### src/rtl/uartcrc8_pkg.sv
// ----------------------------------------------------------------------------
// uartcrc8_pkg
// Shared types, constants and the CRC-8 byte update for the register framer.
// ----------------------------------------------------------------------------
package uartcrc8_pkg;

    typedef enum logic [1:0] {
        OP_WRITE = 2'd0,
        OP_READ  = 2'd1,
        OP_RX    = 2'd2,
        OP_NONE  = 2'd3
    } opcode_t;

    localparam logic KIND_TX   = 1'b0;
    localparam logic KIND_READ = 1'b1;

    localparam logic [7:0] SYNC_BYTE  = 8'h05;
    localparam logic [7:0] CRC_POLY   = 8'h07;
    localparam logic [7:0] WRITE_FLAG = 8'h80;
    localparam logic [6:0] READ_MASK  = 7'h7F;

    // Payload bytes of each frame; the CRC byte follows them.
    localparam logic [2:0] FRAME_LEN_WRITE = 3'd7;
    localparam logic [2:0] FRAME_LEN_READ  = 3'd3;

    // A response is six bytes; the last one carries the CRC.
    localparam int         RESPONSE_BYTES = 6;
    localparam logic [2:0] RESP_LAST_IDX  = 3'(RESPONSE_BYTES - 1);

    typedef struct packed {
        opcode_t     opcode;
        logic [7:0]  node_address;
        logic [6:0]  register_address;
        logic [31:0] write_value;
        logic [7:0]  rx_byte;
    } item_t;

    typedef struct packed {
        logic        kind;
        logic [7:0]  tx_byte;
        logic        last;
        logic [31:0] read_value;
        logic        crc_ok;
    } result_t;

    // CRC-8, polynomial 0x07, MSB first, one byte.
    function automatic logic [7:0] crc8_add(input logic [7:0] crc, input logic [7:0] data);
        logic [7:0] c;
        c = crc ^ data;
        for (int i = 0; i < 8; i++) begin
            c = c[7] ? ({c[6:0], 1'b0} ^ CRC_POLY) : {c[6:0], 1'b0};
        end
        return c;
    endfunction

endpackage

### src/rtl/uart_register_datagram_crc8.sv
// ----------------------------------------------------------------------------
// uart_register_datagram_crc8
// Register-access framer for a single-wire UART link: builds write and read
// request frames with CRC-8 and assembles read responses.
//
//   Channel | Direction | Ports
//   --------+-----------+----------------------------------------------------
//   s_      | in        | s_valid/s_ready, opcode, addresses, value, rx byte
//   m_      | out       | m_valid/m_ready, kind, tx byte, last, value, crc_ok
//
// A write request is sent as eight frame bytes and a read request as four,
// one frame byte per cycle from the frame sequencer while the output is free.
// A request sits in the input register while its bytes go out; the output
// register lets the next request be taken while a result waits on m_ready.
// aresetn is synchronous and clears response collection and the frame index.
// ----------------------------------------------------------------------------
module uart_register_datagram_crc8 (
    input  logic        aclk,
    input  logic        aresetn,
    input  logic        s_valid,
    output logic        s_ready,
    input  logic [1:0]  s_opcode,
    input  logic [7:0]  s_node_address,
    input  logic [6:0]  s_register_address,
    input  logic [31:0] s_write_value,
    input  logic [7:0]  s_rx_byte,
    output logic        m_valid,
    input  logic        m_ready,
    output logic        m_kind,
    output logic [7:0]  m_tx_byte,
    output logic        m_last,
    output logic [31:0] m_read_value,
    output logic        m_crc_ok
);
    import uartcrc8_pkg::*;

    logic    in_valid_reg;
    item_t   item_reg;
    logic    m_valid_reg;
    result_t out_reg;

    result_t frame_res, resp_res, load_res;
    logic    frame_done, resp_complete;
    logic    out_free, load_out, consume, frame_advance;
    logic    rx_fire, clear;

    assign out_free = !m_valid_reg || m_ready;

    always_comb begin
        load_out      = 1'b0;
        consume       = 1'b0;
        frame_advance = 1'b0;
        load_res      = frame_res;
        if (in_valid_reg) begin
            unique case (item_reg.opcode)
                OP_WRITE, OP_READ: begin
                    frame_advance = out_free;
                    load_out      = out_free;
                    consume       = out_free && frame_done;
                end
                OP_RX: begin
                    load_res = resp_res;
                    if (resp_complete) begin
                        load_out = out_free;
                        consume  = out_free;
                    end else begin
                        consume = 1'b1;
                    end
                end
                default: consume = 1'b1;
            endcase
        end
    end

    assign s_ready = !in_valid_reg || consume;
    assign rx_fire = in_valid_reg && (item_reg.opcode == OP_RX) && consume;
    assign clear   = in_valid_reg && (item_reg.opcode == OP_READ) && consume;

    uartcrc8_frame u_frame (
        .aclk    (aclk),
        .aresetn (aresetn),
        .item    (item_reg),
        .advance (frame_advance),
        .res     (frame_res),
        .done    (frame_done)
    );

    uartcrc8_resp u_resp (
        .aclk     (aclk),
        .aresetn  (aresetn),
        .rx_fire  (rx_fire),
        .rx_byte  (item_reg.rx_byte),
        .clear    (clear),
        .res      (resp_res),
        .complete (resp_complete)
    );

    always_ff @(posedge aclk) begin
        if (!aresetn) begin
            in_valid_reg <= 1'b0;
            m_valid_reg  <= 1'b0;
        end else begin
            if (s_ready) begin
                in_valid_reg <= s_valid;
            end
            if (out_free) begin
                m_valid_reg <= load_out;
            end
        end
    end

    always_ff @(posedge aclk) begin
        if (s_ready && s_valid) begin
            item_reg.opcode           <= opcode_t'(s_opcode);
            item_reg.node_address     <= s_node_address;
            item_reg.register_address <= s_register_address;
            item_reg.write_value      <= s_write_value;
            item_reg.rx_byte          <= s_rx_byte;
        end
        if (load_out) begin
            out_reg <= load_res;
        end
    end

    assign m_valid      = m_valid_reg;
    assign m_kind       = out_reg.kind;
    assign m_tx_byte    = out_reg.tx_byte;
    assign m_last       = out_reg.last;
    assign m_read_value = out_reg.read_value;
    assign m_crc_ok     = out_reg.crc_ok;

    // A request frame is retired only on the output beat that carries its CRC byte.
    a_frame_ends_last: assert property (@(posedge aclk) disable iff (!aresetn)
        (in_valid_reg && consume
            && (item_reg.opcode == OP_WRITE || item_reg.opcode == OP_READ))
        |-> (load_out && load_res.last))
        else $error("frame retired without its CRC byte");

    // A read result always closes its request and carries no transmit byte.
    a_read_result_form: assert property (@(posedge aclk) disable iff (!aresetn)
        (m_valid && m_kind == KIND_READ) |-> (m_last && m_tx_byte == 8'h00))
        else $error("malformed read result");

    // A transmit byte never carries response fields.
    a_tx_result_form: assert property (@(posedge aclk) disable iff (!aresetn)
        (m_valid && m_kind == KIND_TX) |-> (m_read_value == 32'h0 && !m_crc_ok))
        else $error("transmit byte carries response fields");

    // Nothing is loaded into the output while it still holds an untaken result.
    a_no_overwrite: assert property (@(posedge aclk) disable iff (!aresetn)
        (m_valid && !m_ready) |-> !load_out)
        else $error("output overwritten while stalled");

endmodule

### src/rtl/uartcrc8_frame.sv
// ----------------------------------------------------------------------------
// uartcrc8_frame
// Walks a write or read request frame one byte per step, folding each byte
// into a running CRC and closing the frame with the CRC byte.
// ----------------------------------------------------------------------------
module uartcrc8_frame (
    input  logic                  aclk,
    input  logic                  aresetn,
    input  uartcrc8_pkg::item_t   item,
    input  logic                  advance,
    output uartcrc8_pkg::result_t res,
    output logic                  done
);
    import uartcrc8_pkg::*;

    logic [2:0] idx_reg, idx_next;
    logic [7:0] crc_reg, crc_next;
    logic [2:0] frame_len;
    logic [7:0] byte_sel;
    logic       is_crc;

    always_comb begin
        frame_len = (item.opcode == OP_WRITE) ? FRAME_LEN_WRITE : FRAME_LEN_READ;
        unique case (idx_reg)
            3'd0: byte_sel = SYNC_BYTE;
            3'd1: byte_sel = item.node_address;
            3'd2: byte_sel = (item.opcode == OP_WRITE)
                            ? (WRITE_FLAG | {1'b0, item.register_address})
                            : {1'b0, item.register_address & READ_MASK};
            3'd3: byte_sel = item.write_value[7:0];
            3'd4: byte_sel = item.write_value[15:8];
            3'd5: byte_sel = item.write_value[23:16];
            3'd6: byte_sel = item.write_value[31:24];
            default: byte_sel = 8'h00;
        endcase
        is_crc = (idx_reg == frame_len);
        done   = is_crc;

        res.kind       = KIND_TX;
        res.tx_byte    = is_crc ? crc_reg : byte_sel;
        res.last       = is_crc;
        res.read_value = 32'h0;
        res.crc_ok     = 1'b0;
    end

    always_comb begin
        idx_next = idx_reg;
        crc_next = crc_reg;
        if (advance) begin
            if (is_crc) begin
                idx_next = 3'd0;
                crc_next = 8'h00;
            end else begin
                idx_next = idx_reg + 3'd1;
                crc_next = crc8_add(crc_reg, byte_sel);
            end
        end
    end

    always_ff @(posedge aclk) begin
        if (!aresetn) begin
            idx_reg <= 3'd0;
            crc_reg <= 8'h00;
        end else begin
            idx_reg <= idx_next;
            crc_reg <= crc_next;
        end
    end

endmodule

### src/rtl/uartcrc8_resp.sv
// ----------------------------------------------------------------------------
// uartcrc8_resp
// Collects received response bytes, keeps their running CRC and the
// little-endian value, and forms the read result on the final byte.
// ----------------------------------------------------------------------------
module uartcrc8_resp (
    input  logic                  aclk,
    input  logic                  aresetn,
    input  logic                  rx_fire,
    input  logic [7:0]            rx_byte,
    input  logic                  clear,
    output uartcrc8_pkg::result_t res,
    output logic                  complete
);
    import uartcrc8_pkg::*;

    logic [2:0]  count_reg, count_next;
    logic [7:0]  crc_reg, crc_next;
    logic [31:0] value_reg, value_next;

    always_comb begin
        complete = (count_reg == RESP_LAST_IDX);

        res.kind       = KIND_READ;
        res.tx_byte    = 8'h00;
        res.last       = 1'b1;
        res.read_value = value_reg;
        res.crc_ok     = (rx_byte == crc_reg);
    end

    always_comb begin
        count_next = count_reg;
        crc_next   = crc_reg;
        value_next = value_reg;
        priority if (clear || (rx_fire && complete)) begin
            count_next = 3'd0;
            crc_next   = 8'h00;
            value_next = 32'h0;
        end else if (rx_fire) begin
            count_next = count_reg + 3'd1;
            crc_next   = crc8_add(crc_reg, rx_byte);
            unique case (count_reg)
                3'd1:    value_next[7:0]   = value_reg[7:0]   | rx_byte;
                3'd2:    value_next[15:8]  = value_reg[15:8]  | rx_byte;
                3'd3:    value_next[23:16] = value_reg[23:16] | rx_byte;
                3'd4:    value_next[31:24] = value_reg[31:24] | rx_byte;
                default: value_next = value_reg;
            endcase
        end else begin
            count_next = count_reg;
            crc_next   = crc_reg;
            value_next = value_reg;
        end
    end

    always_ff @(posedge aclk) begin
        if (!aresetn) begin
            count_reg <= 3'd0;
            crc_reg   <= 8'h00;
            value_reg <= 32'h0;
        end else begin
            count_reg <= count_next;
            crc_reg   <= crc_next;
            value_reg <= value_next;
        end
    end

endmodule

### config.mk
export PLATFORM = sky130hd
export DESIGN_NAME = uart_register_datagram_crc8
export DESIGN_NICKNAME = d
export VERILOG_FILES = /design/src/rtl/uartcrc8_pkg.sv /design/src/rtl/uart_register_datagram_crc8.sv /design/src/rtl/uartcrc8_frame.sv /design/src/rtl/uartcrc8_resp.sv
export SDC_FILE = /design/constraint.sdc
export NUM_CORES = 1
export LEC_CHECK = 0
export BUFFER_PORTS_ARGS = -buffer_cell sky130_fd_sc_hd__buf_2
export CAP_MARGIN = 40
export CORE_MARGIN = 5
export CORE_UTILIZATION = 25
export DETAILED_ROUTE_END_ITERATION = 16
export PLACE_DENSITY_LB_ADDON = 0.2
export SETUP_SLACK_MARGIN = 0.02
export SYNTH_ARGS = -nofsm -noshare
export SYNTH_HDL_FRONTEND = slang
export SYNTH_SLANG_ARGS = --single-unit
export TNS_END_PERCENT = 10
### constraint.sdc
create_clock -name aclk -period 8.85 [get_ports aclk]
set_input_delay 0.4425 -clock aclk [delete_from_list [all_inputs] [get_ports aclk]]
set_output_delay 0.4425 -clock aclk [all_outputs]
set_load 0.02 [all_outputs]
# [After elaboration in Yosys (flattened, before gate mapping)]
# Index checks and enable logic that the tools add are counted.
[word_totals] reg_bits=156 wordCells=113 input_bits=61
[classes] reduce_logical=21 add_sub_neg=2 eq_ne=15 muxes=32 bitwise_logic=23
[op_table] cell="$pmux 8 s7" count=1
[op_table] cell="$mux 3" count=18
[op_table] cell="$not 3->3" count=16
[op_table] cell="$mux 43" count=1
[op_table] cell="$mux 42" count=1
[op_table] cell="$or 8x8->8" count=4
[op_table] cell="$mux 8" count=3
[op_table] cell="$xor 8x8->8" count=2
[op_table] cell="$eq 3x3->1 const B" count=5
[op_table] cell="$eq 3x2->1 const B" count=4
[op_table] cell="$reduce_and 2->1" count=5
[op_table] cell="$eq 8x8->1" count=1
[op_table] cell="$logic_and 1x1->1" count=7
[op_table] cell="$add 3x1->3 const B" count=2
[op_table] cell="$eq 3x1->1 const B" count=2
[op_table] cell="$mux 1" count=6
[op_table] cell="$pmux 1 s2" count=2
[op_table] cell="$reduce_or 2->1" count=2
[op_table] cell="$eq 3x3->1" count=1
[op_table] cell="$logic_not 3->1" count=1
[op_table] cell="$logic_or 1x1->1" count=3
[op_table] cell="$eq 2x1->1 const B" count=1
[op_table] cell="$eq 2x2->1 const B" count=1
[op_table] cell="$logic_not 1->1" count=2
[op_table] cell="2 further kinds" count=2

# [Depth between registers and ports, before layout]
# Gate-level depths: netlist of the first run.
[depth] depth_word=21 ltp_mapped=13 ltp_nobuf=9

# [By module]
# Synthesis of the first run repeated with hierarchy kept, for this count alone.
[hier_totals] hier_cells=558 hier_area_um2=7196.9
[by_module_without_submodules] module="uart_register_datagram_crc8" cells_per_inst=165 instances=1 area_per_inst_um2=3698.5 seq_area_each_um2=3042.9
[by_module_without_submodules] module="uartcrc8_resp" cells_per_inst=198 instances=1 area_per_inst_um2=1873.0 seq_area_each_um2=860.8
[by_module_without_submodules] module="uartcrc8_frame" cells_per_inst=195 instances=1 area_per_inst_um2=1625.3 seq_area_each_um2=220.2

# [Least setup slack after synthesis of the first run]
# OpenSTA, ideal clock, no wires.
[synth_timing] path_type="flip-flop to flip-flop" start="register item_reg[56] (netlist bit)" end="register item_reg[0] (netlist name)" arrival_time_ns=3.022 setup_time_ns=0.421 period_less_slack_ns=3.442 path_slack_ns=5.408 n_path_buf=1 stages_incl_launch_ff=7 cell_sequence="edfxtp_1 > clkbuf_1 > o21ai_0 > and3_1 > nor2_1 > o21ai_0 > and2_1"
[synth_via] elab_chain_len=8
[synth_rtl] item="start, declared" line="uart_register_datagram_crc8.sv:38" rtl="item_t item_reg;"
[synth_rtl] item="$logic_not 2->1" line="uart_register_datagram_crc8.sv:55, uartcrc8_frame.sv:23"
[synth_rtl] item="$mux 3" line="uartcrc8_frame.sv:23" rtl="frame_len = (item.opcode == OP_WRITE) ? FRAME_LEN_WRITE : FRAME_LEN_READ;"
[synth_rtl] item="$eq 3x3->1" line="uartcrc8_frame.sv:36" rtl="is_crc = (idx_reg == frame_len);"
[synth_rtl] item="$logic_and 1x1->1" line="uart_register_datagram_crc8.sv:59" rtl="consume = out_free && frame_done;"
[synth_rtl] item="$pmux 1 s2 *" line="uart_register_datagram_crc8.sv:55" rtl="unique case (item_reg.opcode)"
[synth_rtl] item="$mux 1 *" line="uart_register_datagram_crc8.sv:54" rtl="if (in_valid_reg) begin"
[synth_rtl] item="$logic_or 1x1->1 *" line="uart_register_datagram_crc8.sv:75" rtl="assign s_ready = !in_valid_reg || consume;"
[synth_rtl] item="via s_ready" line="uart_register_datagram_crc8.sv:21" rtl="output logic s_ready,"
[synth_rtl] item="$logic_and 1x1->1 *" line="uart_register_datagram_crc8.sv:113" rtl="if (s_ready && s_valid) begin"
# Mark *: on every way through the listed nets, which the timed path passes. The rest lies on a longest branch.
# A chain may end at the register's enable or synchronous reset.

# [Worst setup path in the final report of the first run]
[layout_timing] start="register u_frame.idx_reg[0]" end="register u_frame.crc_reg[6]"
[layout_via] elab_chain_len=9
[layout_rtl] item="start, declared" line="uartcrc8_frame.sv:16" rtl="logic [2:0] idx_reg, idx_next;"
[layout_rtl] item="start signal, assigned" line="uartcrc8_frame.sv:65" rtl="idx_reg <= idx_next;"
[layout_rtl] item="$eq 3x3->1, or another cell as far along" line="uartcrc8_frame.sv:24" rtl="unique case (idx_reg)"
[layout_rtl] item="$pmux 8 s7" line="uartcrc8_frame.sv:24"
[layout_rtl] item="$xor 8x8->8" line="uartcrc8_pkg.sv:49" rtl="c = crc ^ data;"
[layout_rtl] item="$mux 3" line="uartcrc8_pkg.sv:51" rtl="c = c[7] ? ({c[6:0], 1'b0} ^ CRC_POLY) : {c[6:0], 1'b0};"
[layout_rtl] item="$not 3->3 (no source line)"
[layout_rtl] item="$mux 3" line="uartcrc8_pkg.sv:51"
[layout_rtl] item="$not 3->3 (no source line)"
[layout_rtl] item="$mux 3" line="uartcrc8_pkg.sv:51"
[layout_rtl] item="$mux 8 *" line="uartcrc8_frame.sv:50" rtl="if (is_crc) begin"
[layout_rtl] item="end signal, assigned" line="uartcrc8_frame.sv:66" rtl="crc_reg <= crc_next;"
[layout_rtl] item="end, declared" line="uartcrc8_frame.sv:17" rtl="logic [7:0] crc_reg, crc_next;"
# Every way passes the cells marked *; elsewhere a longest branch is shown, timed or not.

==> metrics.txt, run 1 <==
skew final 0.0192 ns; CP Capture Type register; Port Buffers 105; ratio of cells with drive above 1 in the final layout 26.1%; Slowest-stage cell, CP a222oi_1; mapped cell area 6400 um2; worst-margin pin slew 0.707 ns; TNS Setup 0 ns; CTS Root Cell clkbuf_16; final critical-path required period 3.00 ns; WL/cell 15.2 um; Crit path required time 9.21 ns; R2R depth 9; IO Count 106; Max rail drop VDD 0.105 mV; CTS tree built; Avg Cell Area, Syn 12.7 um2; FILL cells 2567; grt met1 use 13.2%; Worst Hold Depth 1; Syn-to-layout area delta 23.1%; Reg clk slew, reported paths 0.07 ns; met2 Use GR 17.0%; total nets after synthesis 579; insertion delay to the later sink of the worst-skew pair 0.43 ns; cell count after synthesis 505; mean number of vias per cell 4.17; HP Class in2reg; total power 1.71 mW; Hold Fails Final Rpt 0; core area 25200 um2; gr usage total 10.3%; worst-path cell chain inv_1 -> ha_1 -> a222oi_1 -> a21oi_1 -> a21oi_1 -> xnor2_1 -> xnor3_1 -> or3_1 -> o21ai_1; Worst EP arrival 3.36 ns; final WL 14500 um; Most used DFF post-synth edfxtp_1; Leakage 2.97 nW; EDFF count, synth 100; first-pass GRT wire length 23000 um; max-cap viol count 0; final non-filler cell area 7880 um2; post-synth cell types 50; clock sinks 156; DRT antenna net count 0; Congestion Overflow GR 0; Top Usage Layer GRT met2; antenna cell count 0; Setup CP Type reg2reg; most frequent cells in the layout buf_2 (105), edfxtp_1 (100), dfxtp_1 (56); largest net degree at the start of global routing 48; Post-CTS Setup Bufs 0; RSZ-0062 raised after global routing no; HPWL after DPL 10500 um; Post-DP Area 7260 um2; cell mode on critical path a21oi_1; Die H 170 um; fin. max-slew vios 0; Worst slew margin 52.7%; register area share after synthesis 64.5%; M3 GR Usage 3.21%; critical path's largest stage delay 0.45 ns; area of the die 28900 um2; Peak Freq 334 MHz; Tcrit/Tclk final 33.8%; CTS resizes 0; Worst Path Buf+Inv 1; # setup viols final 0; drt pass-1 iters 4; Worst path top cell family by delay compound AO/OA/AOI/OAI gates; Max Root-Sink Buffers 2; drt drc 0; critical path depth 9; H-tree depth 4; Nets 679; CP Max Fanout 12; run status finished, final reports clean; initial antenna violation count 0; Pwr Density 217 nW/um2; Worst setup SP type register; Rows 58; Largest register FFs 57; Ys Warns 0; GP Congestion 0.719; die width 170 um; commonest non-fill, non-tap cell in the layout buf_2; hold buffer count at CTS 0; Iteration-0 DRC Markers 207; CTS Buf Count 17; asr flop ratio synth 0%; vias 3950; Yosys reg bits 156; vias in the first global route 4096; Util after Layout 31.3%; Initial Util 25.4%
[worst reg2reg max path, delay by kind of cell (launching register included)]
kind	cells	cell delay (ns)
compound gates	4	1.08
xor+xnor	2	0.55
fa+ha+maj	1	0.43
flops	1	0.42
simple gates	1	0.36
buf+inv	1	0.09
[metal layers]
metal	up-vias	part of all wire (%)
met2	108	48
met1	1840	45
met5	-	0
li1	1990	-
met4	0	0.84
met3	12	5.8
[per-stage QoR]
stage / setup slack (ns) / hold WS (ns) / instances
after global placement: 5.67 / 0.443 / 914
after detailed placement: 5.87 / 0.448 / 916
final: 5.85 / 0.185 / 948
after floorplan: 5.41 / 0.429 / 505
after CTS: 5.81 / 0.169 / 948
after global routing: 5.61 / 0.163 / 948
[worst paths after layout]
path / slack [ns] / from / to
worst max-delay path: 5.85 / u_frame.idx_reg[0] / u_frame.crc_reg[6]
worst min-delay path: 0.19 / s_write_value[30] / item_reg[38]
worst max register to register: 5.85 / u_frame.idx_reg[0] / u_frame.crc_reg[6]
worst min register to register: 0.46 / u_resp.value_reg[9] / u_resp.value_reg[9]
[power breakdown]
part           total, mW  internal (mW)  switching [mW]
combinational      0.133         0.0598          0.0733
clock              0.754          0.410           0.344
sequential         0.821          0.803          0.0175
[synth_stat cells (2+ instances only)]
cell        n  area, um2
nor3_1      5       25.0
clkbuf_1   18       67.6
nand2_1    29        109
nand3b_1    2       15.0
xnor3_1     4       90.1
a22oi_1     5       37.5
nand3_1     2       10.0
xnor2_1    28        245
a221o_1     2       20.0
nand4_1     2       12.5
edfxtp_1  100       3000
a21oi_1    50        250
nand2b_1    2       12.5
buf_6       3       33.8
o21ai_1     2       10.0
xor2_1      8       70.1
o21ai_0    10       50.1
buf_1       2       7.51
a221oi_1    3       26.3
and2_1     35        219
a211oi_1    9       67.6
mux2_2      6       67.6
nor2_1     52        195
buf_2       2       10.0
a21boi_0    4       30.0
a221oi_4    2       52.6
dfxtp_1    56       1120
a32o_1      4       40.0
or3_1       6       37.5
inv_1      13       48.8
and3_1      4       25.0
clkbuf_4    2       15.0
nor2b_1     3       18.8
ha_1       13        163
clkbuf_8    2       27.5
[cells by family after synthesis]
logic type | Yosys count | synth area share [%]
AOI/OAI and AO/OA | 96 | 9.80
xor gates and xnor gates | 42 | 7.08
adders and majority gates | 13 | 2.54
buffers and inverters | 42 | 3.29
DFF | 156 | 64.5
muxes | 8 | 1.45
and+or+nand+nor | 148 | 11.4
[final cells by class]
cell class | instances | area, um2 | share of cell area [%]
flip-flops and latches | 156 | 4120 | 52.4
multi-input cells | 307 | 2080 | 26.5
repair buffers | 110 | 591 | 7.50
clock buffers | 17 | 425 | 5.40
well taps | 330 | 413 | 5.24
clock inverters | 15 | 190 | 2.41
inverters | 13 | 48.8 | 0.620
Note: power is estimated with default switching activity, not from simulation.
==> inputs of run 2 (changes only) <==
==> constraint.sdc (replaced) <==
create_clock -name aclk -period 2.9 [get_ports aclk]
set_input_delay 0.145 -clock aclk [delete_from_list [all_inputs] [get_ports aclk]]
set_output_delay 0.145 -clock aclk [all_outputs]
set_load 0.02 [all_outputs]
==> run 2 against run 1 <==
  * Wire length rose by 1.7%
  * Non-clock buffer count grew 65
  * Via count increased by 6.7%
  * Total power grew to 3.1 times the previous value
  * Setup slack lost 5.6 ns
  * Flip-flop and latch count unchanged
  * Clock power rose to 3.0 times the previous value
  * Critical endpoint is now u_frame.crc_reg[3]
  * Largest cell class unchanged
==> metrics.txt, run 2 (synthesis results as in run 1) <==
post-route setup slack 0.263 ns (was 5.85 ns); pre-CTS setup slack 0.212 ns (was 5.87 ns); commonest non-fill, non-tap cell in the layout buf_2 (unchanged); RSZ-0062 raised after global routing no (unchanged); Die H 170 um (unchanged); Worst Path Buf+Inv 1 (unchanged); Port Buffers 105 (unchanged); critical path's largest stage delay 0.40 ns (was 0.45 ns); DRT antenna net count 0 (unchanged); TNS Setup 0 ns (unchanged); mean number of vias per cell 4.16 (was 4.17); Util after Layout 33.6% (was 31.3%); run status finished, final reports clean (unchanged); Max Root-Sink Buffers 2 (unchanged); final cell count without fillers 1013 (was 948); final WL 14700 um (was 14500 um); Hold Fails Final Rpt 0 (unchanged); fin. max-slew vios 0 (unchanged); IO Count 106 (unchanged); core area 25200 um2 (unchanged); die width 170 um (unchanged); ratio of cells with drive above 1 in the final layout 24.5% (was 26.1%); Setup CP Type reg2reg (unchanged); Initial Util 25.4% (unchanged); CTS Buf Count 17 (unchanged); Pwr Density 617 nW/um2 (was 217 nW/um2); gr usage total 10.2% (was 10.3%); insertion delay to the later sink of the worst-skew pair 0.42 ns (was 0.43 ns); final critical-path required period 2.64 ns (was 3.00 ns); smallest hold slack 0.0799 ns (was 0.185 ns); worst-path cell chain inv_1 -> ha_1 -> a32o_1 -> a221oi_4 -> xnor2_1 -> xnor3_2 -> xor3_1 -> a21oi_1 -> o22ai_1 (was inv_1 -> ha_1 -> a222oi_1 -> a21oi_1 -> a21oi_1 -> xnor2_1 -> xnor3_1 -> or3_1 -> o21ai_1); largest net degree at the start of global routing 54 (was 48); Rows 58 (unchanged); Worst EP arrival 2.93 ns (was 3.36 ns); antenna cell count 0 (unchanged); Peak Freq 379 MHz (was 334 MHz); Congestion Overflow GR 0 (unchanged); Largest register FFs 57 (unchanged); CP Capture Type register (unchanged); CTS tree built (unchanged); Max rail drop VDD 0.308 mV (was 0.105 mV); CTS Root Cell clkbuf_16 (unchanged); drt pass-1 iters 4 (unchanged); HPWL after DPL 10500 um (about the same); initial antenna violation count 0 (unchanged); dpl cells 923 (was 916); Leakage 3.23 nW (was 2.97 nW); FILL cells 2501 (was 2567); Worst setup SP type register (unchanged); drt drc 0 (unchanged); HP Class in2reg (unchanged); Reg clk slew, reported paths 0.06 ns (was 0.07 ns); vias in the first global route 4244 (was 4096); most frequent cells in the layout buf_2 (105), edfxtp_1 (100), dlygate4sd3_1 (58) (was buf_2 (105), edfxtp_1 (100), dfxtp_1 (56)); skew final 0.00904 ns (was 0.0192 ns); GP Congestion 0.794 (was 0.719); Crit path required time 3.20 ns (was 9.21 ns); max-cap viol count 0 (unchanged); first-pass GRT wire length 23000 um (about the same); Nets 744 (was 679); Iteration-0 DRC Markers 222 (was 207); Tcrit/Tclk final 90.9% (was 33.8%); Slowest-stage cell, CP dfxtp_1 (was a222oi_1); worst-margin pin slew 0.576 ns (was 0.707 ns); # setup viols final 0 (unchanged); Worst path top cell family by delay XOR/XNOR gates (was compound AO/OA/AOI/OAI gates); CP Max Fanout 9 (was 12); H-tree depth 4 (unchanged); Syn-to-layout area delta 32.5% (was 23.1%); area of the die 28900 um2 (unchanged); vias 4214 (was 3950); clock sinks 156 (unchanged); WL/cell 14.5 um (was 15.2 um); Worst slew margin 61.6% (was 52.7%)
[run 2: changes by cell type in the layout (fill, tap and decap cells not counted), sizes merged]
| cell | change |
|---|---|
| clkinvlp | +2 |
| bufinv | +1 |
| inv | -2 |
| clkbuf | +2 |
| buf | +7 |
| clkinv | -3 |
| dlygate4sd3 | +58 |
[run 2: routing by layer]
| metal | wire length (um) | track usage [%] | vias to the layer above |
|---|---|---|---|
| li1 | - | - | 2113 |
| met3 | 862 | 2.81 | 20 |
| met4 | 295 | 3.78 | 0 |
| met2 | 6700 | 16.3 | 139 |
| met5 | 0 | 0 | - |
| met1 | 6830 | 13.4 | 1942 |
[run 2: what timing repair did]
| action | CTS | global route |
|---|---|---|
| endpoints found under the setup margin | 0 | 2 |
| setup buffers | 0 | 0 |
| resized for setup | 0 | 1 |
| hold buffers | 58 | 0 |
| endpoints found under the hold margin | 58 | 0 |
[run 2: stage by stage]
stage | total power, mW | instance area (um2)
after floorplan | 2.83 | 6400
after global placement | 2.97 | 7300
after detailed placement | 2.97 | 7300
after CTS | 5.31 | 8470
after global routing | 5.45 | 8470
final | 5.22 | 8470
[run 2: cell type report]
class	instances	area (um2)	share of cell area (%)
flip-flops and latches	156	4120	48.7
multi-input cells	307	2090	24.6
repair buffers	175	1210	14.3
clock buffers	19	433	5.11
well taps	330	413	4.87
clock inverters	13	156	1.85
inverters	13	48.8	0.576
[run 2: path summary, 6_finish.rpt]
check | slack, ns | cells after the start | endpoint | from
setup reg to reg | 0.26 | 9 | u_frame.crc_reg[3] | u_frame.idx_reg[0]
hold reg to reg | 0.46 | 2 | u_resp.value_reg[16] | u_resp.value_reg[16]
hold / removal | 0.08 | 2 | in_valid_reg | aresetn
setup / recovery | 0.26 | 9 | u_frame.crc_reg[3] | u_frame.idx_reg[0]
[run 2: power by group]
part | switching, mW | internal, mW
Combinational | 0.230 | 0.238
Sequential | 0.0570 | 2.45
Clock | 0.949 | 1.30
[run 2: worst register-to-register path, cell delays in order (launching register included)]
cell	delay, ns
dfxtp_1	0.40
inv_1	0.08
ha_1	0.33
a32o_1	0.34
a221oi_4	0.27
xnor2_1	0.18
xnor3_2	0.31
xor3_1	0.38
a21oi_1	0.15
o22ai_1	0.08
